===== config.mk =====
export PLATFORM = sky130hd
export DESIGN_NAME = bis_cfg
export DESIGN_NICKNAME = d
export VERILOG_FILES = /design/src/bis_pkg.sv /design/src/bis_cfg.sv
export SDC_FILE = /design/constraint.sdc
export NUM_CORES = 1
export LEC_CHECK = 0
export ABC_AREA = 1
export BUFFER_PORTS_ARGS = -buffer_cell sky130_fd_sc_hd__buf_2
export CAP_MARGIN = 0
export CORE_MARGIN = 1.5
export CORE_UTILIZATION = 40
export CTS_CLUSTER_SIZE = 12
export DETAILED_ROUTE_END_ITERATION = 12
export PLACE_DENSITY = 0.66
export REMOVE_ABC_BUFFERS = 1
export SLEW_MARGIN = 20
export SYNTH_ARGS = -nofsm -noshare
export SYNTH_HDL_FRONTEND = slang
export SYNTH_SLANG_ARGS = --single-unit

===== constraint.sdc =====
create_clock -name clk -period 0.9 [get_ports clk]
set_input_delay 0.09 -clock clk [delete_from_list [all_inputs] [get_ports clk]]
set_output_delay 0.09 -clock clk [all_outputs]
set_load 0.005 [all_outputs]

===== src/bis_pkg.sv =====
// Shared types and constants of the bilinear image scaler.
// No dependencies; every other file of the block but bis_ram imports this package.
package bis_pkg;

    localparam int COORD_BITS = 12;
    localparam int STEP_BITS  = 24;
    localparam int FRAC_BITS  = 16;
    localparam int SIZE_BITS  = 9;
    localparam int CHAN_BITS  = 8;
    localparam int NUM_CHAN   = 3;
    localparam int PIX_BITS   = CHAN_BITS * NUM_CHAN;
    localparam int FRAC_ONE   = 65536;
    localparam int REG_BITS   = 2;

    localparam logic OP_LOAD   = 1'b0;
    localparam logic OP_SAMPLE = 1'b1;

    localparam logic [REG_BITS-1:0] REG_X_STEP     = 2'd0;
    localparam logic [REG_BITS-1:0] REG_Y_STEP     = 2'd1;
    localparam logic [REG_BITS-1:0] REG_SRC_WIDTH  = 2'd2;
    localparam logic [REG_BITS-1:0] REG_SRC_HEIGHT = 2'd3;

    // Sample in flight between the fetch stage and the blend stage.
    typedef struct packed {
        logic                  valid;
        logic [COORD_BITS-1:0] dcol;
        logic [COORD_BITS-1:0] drow;
        logic [FRAC_BITS-1:0]  fx;
        logic [FRAC_BITS-1:0]  fy;
        logic                  x0_odd;
        logic                  x1_odd;
        logic                  y0_odd;
        logic                  y1_odd;
    } samp_tag_t;

    // Neighbors in the order top left, top right, bottom left, bottom right.
    typedef logic [3:0][PIX_BITS-1:0] quad_pix_t;

endpackage


===== src/bis_cfg.sv =====
// Configuration registers of the bilinear image scaler; sizes are stored as
// clamped last indices. Depends on bis_pkg.
module bis_cfg import bis_pkg::*; #(
    parameter int MAX_SRC_WIDTH  = 256,
    parameter int MAX_SRC_HEIGHT = 256
) (
    input  logic                              clk,
    input  logic                              rst_n,
    input  logic                              write_enable,
    input  logic [REG_BITS-1:0]               reg_index,
    input  logic [STEP_BITS-1:0]              write_data,
    output logic [STEP_BITS-1:0]              x_step,
    output logic [STEP_BITS-1:0]              y_step,
    output logic [$clog2(MAX_SRC_WIDTH)-1:0]  last_col,
    output logic [$clog2(MAX_SRC_HEIGHT)-1:0] last_line
);

    localparam int XW = $clog2(MAX_SRC_WIDTH);
    localparam int YW = $clog2(MAX_SRC_HEIGHT);
    localparam int RST_LAST_COL  = (MAX_SRC_WIDTH < 256 ? MAX_SRC_WIDTH : 256) - 1;
    localparam int RST_LAST_LINE = (MAX_SRC_HEIGHT < 256 ? MAX_SRC_HEIGHT : 256) - 1;

    logic [STEP_BITS-1:0] x_step_reg, x_step_next;
    logic [STEP_BITS-1:0] y_step_reg, y_step_next;
    logic [XW-1:0]        last_col_reg, last_col_next;
    logic [YW-1:0]        last_line_reg, last_line_next;
    logic [SIZE_BITS-1:0] size_val;
    logic [XW-1:0]        size_last_col;
    logic [YW-1:0]        size_last_line;

    // A size of zero acts as one, a size beyond the store acts as the maximum.
    always_comb
    begin
        size_val = write_data[SIZE_BITS-1:0];
        if (size_val == '0)
        begin
            size_last_col  = '0;
            size_last_line = '0;
        end
        else
        begin
            size_last_col  = (13'(size_val) > 13'(MAX_SRC_WIDTH)) ? XW'(MAX_SRC_WIDTH - 1)
                                                                  : XW'(size_val - 9'd1);
            size_last_line = (13'(size_val) > 13'(MAX_SRC_HEIGHT)) ? YW'(MAX_SRC_HEIGHT - 1)
                                                                   : YW'(size_val - 9'd1);
        end
    end

    always_comb
    begin
        x_step_next    = x_step_reg;
        y_step_next    = y_step_reg;
        last_col_next  = last_col_reg;
        last_line_next = last_line_reg;
        if (write_enable)
        begin
            case (reg_index)
                REG_X_STEP:     x_step_next    = write_data;
                REG_Y_STEP:     y_step_next    = write_data;
                REG_SRC_WIDTH:  last_col_next  = size_last_col;
                REG_SRC_HEIGHT: last_line_next = size_last_line;
                default:        ;
            endcase
        end
    end

    always_ff @(posedge clk or negedge rst_n)
    begin
        if (!rst_n)
        begin
            x_step_reg    <= STEP_BITS'(FRAC_ONE);
            y_step_reg    <= STEP_BITS'(FRAC_ONE);
            last_col_reg  <= XW'(RST_LAST_COL);
            last_line_reg <= YW'(RST_LAST_LINE);
        end
        else
        begin
            x_step_reg    <= x_step_next;
            y_step_reg    <= y_step_next;
            last_col_reg  <= last_col_next;
            last_line_reg <= last_line_next;
        end
    end

    assign x_step    = x_step_reg;
    assign y_step    = y_step_reg;
    assign last_col  = last_col_reg;
    assign last_line = last_line_reg;

endmodule


# Word level (Yosys, flattened, before mapping)
# Cells that the tools add are included.
dict set report totals {
  ff_bits 64
  inputBits 29
  output_inout_bits 64
  word_cells 17
}
dict set report classes {
  addsub 1
  order_cmp 1
  eq_ne 3
  n_mux 2
  n_reduce_logical 6
}
# operator count
set op_table {}
lappend op_table {{8-bit two-way mux} 2}
lappend op_table {{9-bit > comparator (second input constant)} 1}
lappend op_table {{9-bit logical NOT} 1}
lappend op_table {{2-bit AND reduction} 4}
lappend op_table {{8-bit by 1-bit subtractor with 8-bit output (second input constant)} 1}
lappend op_table {{2-bit equality test (second input constant)} 2}
lappend op_table {{2-bit by 1-bit equality test with 1-bit output (second input constant)} 1}
lappend op_table {{2-bit logical NOT} 1}

# Depth between registers and ports, before layout
dict set report logic_depth {
  ltp_word 3
  mapped_depth 8
  depth_no_buf 8
}

# Worst setup path after synthesis
# Ideal clock, no wire load.
dict set report synth_timing {
  kind {input port to flip-flop}
  from {in write_data[0]}
  to {reg last_col_reg[7], in the netlist last_col[7]}
  setup_ns 0.077
  arrival_time_ns 0.923
  required_ns 0.823
  slack_ns -0.100
  path_stages 7
  n_path_buf 0
  path_cell_list {inv_1 > ha_1 > nand2_2 > o21ai_4 > nand3_1 > nand3_1 > nand2_1}
}
dict set report synth_via {
  elab_chain_len 3
  word_cells_on_any_way 5
  classes_between {add/sub (1); order compare (1); mux (2); reduce/logical (1)}
}
# element line_no
set synth_lines {}
lappend synth_lines {{start: declaration} bis_cfg.sv:11} ;# input logic [STEP_BITS-1:0] write_data,
lappend synth_lines {{8-bit by 1-bit subtractor with 8-bit output or 9-bit > comparator (tied branches)} {bis_cfg.sv:43, bis_cfg.sv:42}}
lappend synth_lines {{8-bit two-way mux} bis_cfg.sv:42} ;# size_last_col = (13'(size_val) > 13'(MAX_SRC_WIDTH)) ? XW'(MAX_SRC_WIDTH - 1)
lappend synth_lines {{8-bit two-way mux *} bis_cfg.sv:35} ;# if (size_val == '0)
lappend synth_lines {{end signal: assignment} bis_cfg.sv:73} ;# last_col_reg <= XW'(RST_LAST_COL);
lappend synth_lines {{end signal: assignment} bis_cfg.sv:80} ;# last_col_reg <= last_col_next;
lappend synth_lines {{end: declaration} bis_cfg.sv:25} ;# logic [XW-1:0] last_col_reg, last_col_next;
# Mark *: on every way between the ends. The rest lies on a longest branch, timed or not.
# A chain may end at the register's enable or synchronous reset.

# Worst setup path in the final report
dict set report layout_timing {
  from {reg last_line_reg[4], in the netlist last_line[4]}
  to {out last_line[4]}
}
# element line_no
set layout_rtl {}
lappend layout_rtl {{start: declaration} bis_cfg.sv:26} ;# logic [YW-1:0] last_line_reg, last_line_next;
lappend layout_rtl {{start signal: assignment} bis_cfg.sv:74} ;# last_line_reg <= YW'(RST_LAST_LINE);
lappend layout_rtl {{start signal: assignment} bis_cfg.sv:81} ;# last_line_reg <= last_line_next;
lappend layout_rtl {{end: declaration} bis_cfg.sv:15} ;# output logic [$clog2(MAX_SRC_HEIGHT)-1:0] last_line
# No word-level cell between the ends.

==> metrics.log <==
[metrics] outcome: finished, violations left
[metrics] failing checks: DRC, setup timing
[metrics] Worst VDD drop: 1.22 mV
[metrics] worst relative slew slack: 77.5%
[metrics] largest stage delay on the critical path: 0.56 ns
[metrics] post-synthesis instance area: 0.00269 mm^2
[metrics] maximum achievable frequency: approximately 910 MHz
[metrics] Worst Path Arrival: 1.01 ns
[metrics] total area of sequential cells: around 0.0016 mm^2
[metrics] number of global-route vias before repair: 2385
[metrics] layout cells sized above 1: 42.4%
[metrics] Worst Hold Class: input port to register
[metrics] least setup slack across all paths after layout: -0.200 ns
[metrics] required time at the endpoint of the critical path: 0.81 ns
[metrics] TritonCTS clock tree: done
[metrics] count of inserted antenna diode cells: 0
[metrics] vias post-DR: 2413
[metrics] Max Buffers Root-to-Sink: 2
[metrics] startpoint type of the worst setup path: register
[metrics] gr ovfl total: 0
[metrics] min Tclk post-route: between 1 and 1.5 ns
[metrics] starting density of the core: a little over two fifths
[metrics] combinational share of power: between 20% and 30%
[metrics] unrepaired setup endpoints after global routing: true
[metrics] Top Ports: 93
[metrics] final routed DRC violation total: 8
[metrics] Power per Cell Area: 2090 mW/mm^2
[metrics] Antenna Nets Post-Route: 0
[metrics] TritonCTS buffer count: 9
[metrics] buffer type at the clock tree root: clkbuf_8
[metrics] final max-slew violation count: 0
[metrics] post-route clock skew: 0 ns
[metrics] count of buffers from port buffering: 92
[metrics] fraction of the cycle the final worst path needs: 122%
[metrics] Finished Layout Cells: 520
[metrics] Multi-input gate area: 875 um^2
[metrics] number of synthesis warnings: 0
[metrics] die span in y: around 85 um
[metrics] synthesized flop and latch total: 64
[metrics] clk slew on worst S/H paths: approximately 0.060 ns
[metrics] slowest cell on the critical path: dfstp_2
[metrics] number of antenna violations at the first check in global routing: 0
[metrics] final number of setup-violating endpoints: 64
[metrics] Detail Placement HPWL: 4.27 mm
[metrics] Critical Setup Path Class: register to output port
[metrics] pin count of the biggest net entering global routing: 65
[metrics] relative contribution of the clock network to total power: 33.1%
[metrics] CP Max Fanout: 2
[metrics] DR iter-0 viols: 89
[metrics] number of iterations in the first detailed-routing pass: 8
[metrics] instance area after placement: 0.00340 mm^2
[metrics] internal portion of total power: between 0.006 and 0.007 W
[metrics] number of different library cells in the post-synthesis netlist: 22
[metrics] Layout area overhead: 44.7%
[metrics] Max Cap Violations: 0
[metrics] cell-by-cell listing of the critical path: buf_2
[metrics] routed wirelength normalized by instance count: 12.5 um
[metrics] Setup crit end kind: output port
[metrics] FP Rows: 29
[metrics] number of buffers and inverters on the critical path: 1
[metrics] count of nets after finishing: 469
[metrics] first-pass GRT wire length: 10.7 mm
[metrics] x dimension of the die: 85.0 um
[metrics] number of cells after detailed placement: 471
[metrics] sw power: 0.00208 W
[metrics] die outline area: 0.00723 mm^2
[metrics] H-tree depth: 3
[metrics] share of total power consumed by net switching: 25.6%
[metrics] Clk Latency, worst-skew pair: 0.34 ns
[metrics] Vias/cell: 4.64
[metrics] cell area after layout: approximately 0.0039 mm^2
[metrics] Avg Inst Size Synth: 9.32 um^2
[metrics] share of synthesized area occupied by flip-flops and latches: 60.3%
[metrics] Top Family by Delay on Critical Path: flip-flops
[metrics] Hold WS: a little under 0.01 ns
[metrics] core box area: 0.00642 mm^2
[metrics] wire length reported by the detailed router: 6.49 mm
[metrics] fraction of power consumed by sequential logic: around 46%
[metrics] number of fillers in the final layout: 577
[metrics] GRT Util Overall: a little under a fifth
[metrics] Cells after Synth: 289
[metrics] Hold Fails Final Rpt: 0
[metrics] final weighted congestion in routability-driven placement: 0.820
[metrics] leakage dissipation: 2.15 nW
[metrics] Sinks on Clock Net: 64
[metrics] transition time at the pin with the least slew margin: around 0.34 ns
==> tightest hold or removal path, cell delays in order <==
cell and delay [ns]:
buf_2 0.10, inv_1 0.05, o21ai_1 0.06
==> synth_stat cells, drive strengths merged <==
master,instances,area [um^2]
nor3,1,16.3
buf,7,67.6
xnor2,1,8.76
nand2,92,350
dfrtp,46,1150
clkbuf,4,15.0
nand3,21,110
nor2,10,47.6
xor2,1,8.76
o21ai,54,282
nand4,1,21.3
ha,2,25.0
inv,31,116
dfstp,18,473
==> cells by family (layout without fill, tap and decap cells) <==
logic type | after synthesis | after routing | synth area share, %
flops | 64 | 64 | 60.3
fa+ha+maj | 2 | 2 | 0.929
xor+xnor | 2 | 2 | 0.651
compound gates | 54 | 54 | 10.5
buf+inv | 42 | 196 | 7.39
simple gates | 125 | 125 | 20.3
==> through the flow <==
step / setup WS (ns) / setup TNS [ns] / total power, W / util [%]
6_report: -0.200 / -4.20 / 0.00813 / 60.7
5_1_grt: -0.208 / -6.28 / 0.00858 / 60.7
4_1_cts: -0.202 / -5.30 / 0.00805 / 58.9
3_5_place_dp: -0.262 / -4.39 / 0.00512 / 53.0
3_3_place_gp: -0.221 / -3.36 / 0.00508 / 53.0
2_1_floorplan: -0.514 / -18.17 / 0.00427 / -
==> path summary, 6_finish.rpt <==
path	to	startpoint	slack, ns	depth (start not counted)
max reg2reg	y_step[11]	y_step[11]	0.04	4
min reg2reg	last_col[4]	last_col[4]	0.47	2
min in group asynchronous	y_step[4]	rst_n	0.31	3
max	last_line[4]	last_line[4]	-0.20	1
max in group asynchronous	x_step[16]	rst_n	0.29	3
min	y_step[23]	write_data[23]	0.01	3
==> power groups by stage <==
stage | sequential [W] | combinational (W) | clock, W
after global routing | 0.00375 | 0.00194 | 0.00289
after floorplan | 0.00378 | 0.000490 | 0
final | 0.00370 | 0.00173 | 0.00269
after CTS | 0.00369 | 0.00159 | 0.00277
after global placement | 0.00372 | 0.00136 | 0
after detailed placement | 0.00374 | 0.00139 | 0
==> placed cells by master (no fill, tap or decap), types with 4 or more instances in the layout <==
| cell | count |
|---|---|
| buf_12 | 4 |
| buf_2 | 88 |
| buf_4 | 50 |
| buf_6 | 4 |
| clkbuf_8 | 10 |
| dfrtp_1 | 46 |
| dfstp_2 | 18 |
| inv_1 | 29 |
| nand2_1 | 90 |
| nand3_1 | 19 |
| nor2_1 | 8 |
| o21ai_0 | 44 |
| o21ai_1 | 9 |
==> final cells by class <==
type / instances / share of cell area (%)
clock buffers: 13 / 3.82
inverters: 31 / 2.99
clock inverters: 3 / 1.67
well taps: 77 / 2.47
multi-input cells: 183 / 22.4
repair buffers: 149 / 24.9
flip-flops and latches: 64 / 41.7
==> metal layers <==
layer	global-route usage (%)	vias up	share of wire [%]
li1	-	1214	-
met1	24.3	1105	45
met2	30.1	83	47
met3	4.47	11	6.4
met4	9.39	0	1.8
met5	0	-	0
==> repair_timing <==
| item | 4_1_cts | 5_1_grt |
|---|---|---|
| setup buffers | 17 | 13 |
| endpoints found under the setup margin | 64 | 65 |
| hold endpoints to repair | 49 | 0 |
| hold buffers | 3 | 0 |
| pin swaps | 0 | 1 |
| gates resized for setup | 1 | 5 |
Power figures use the tool's default switching activity.
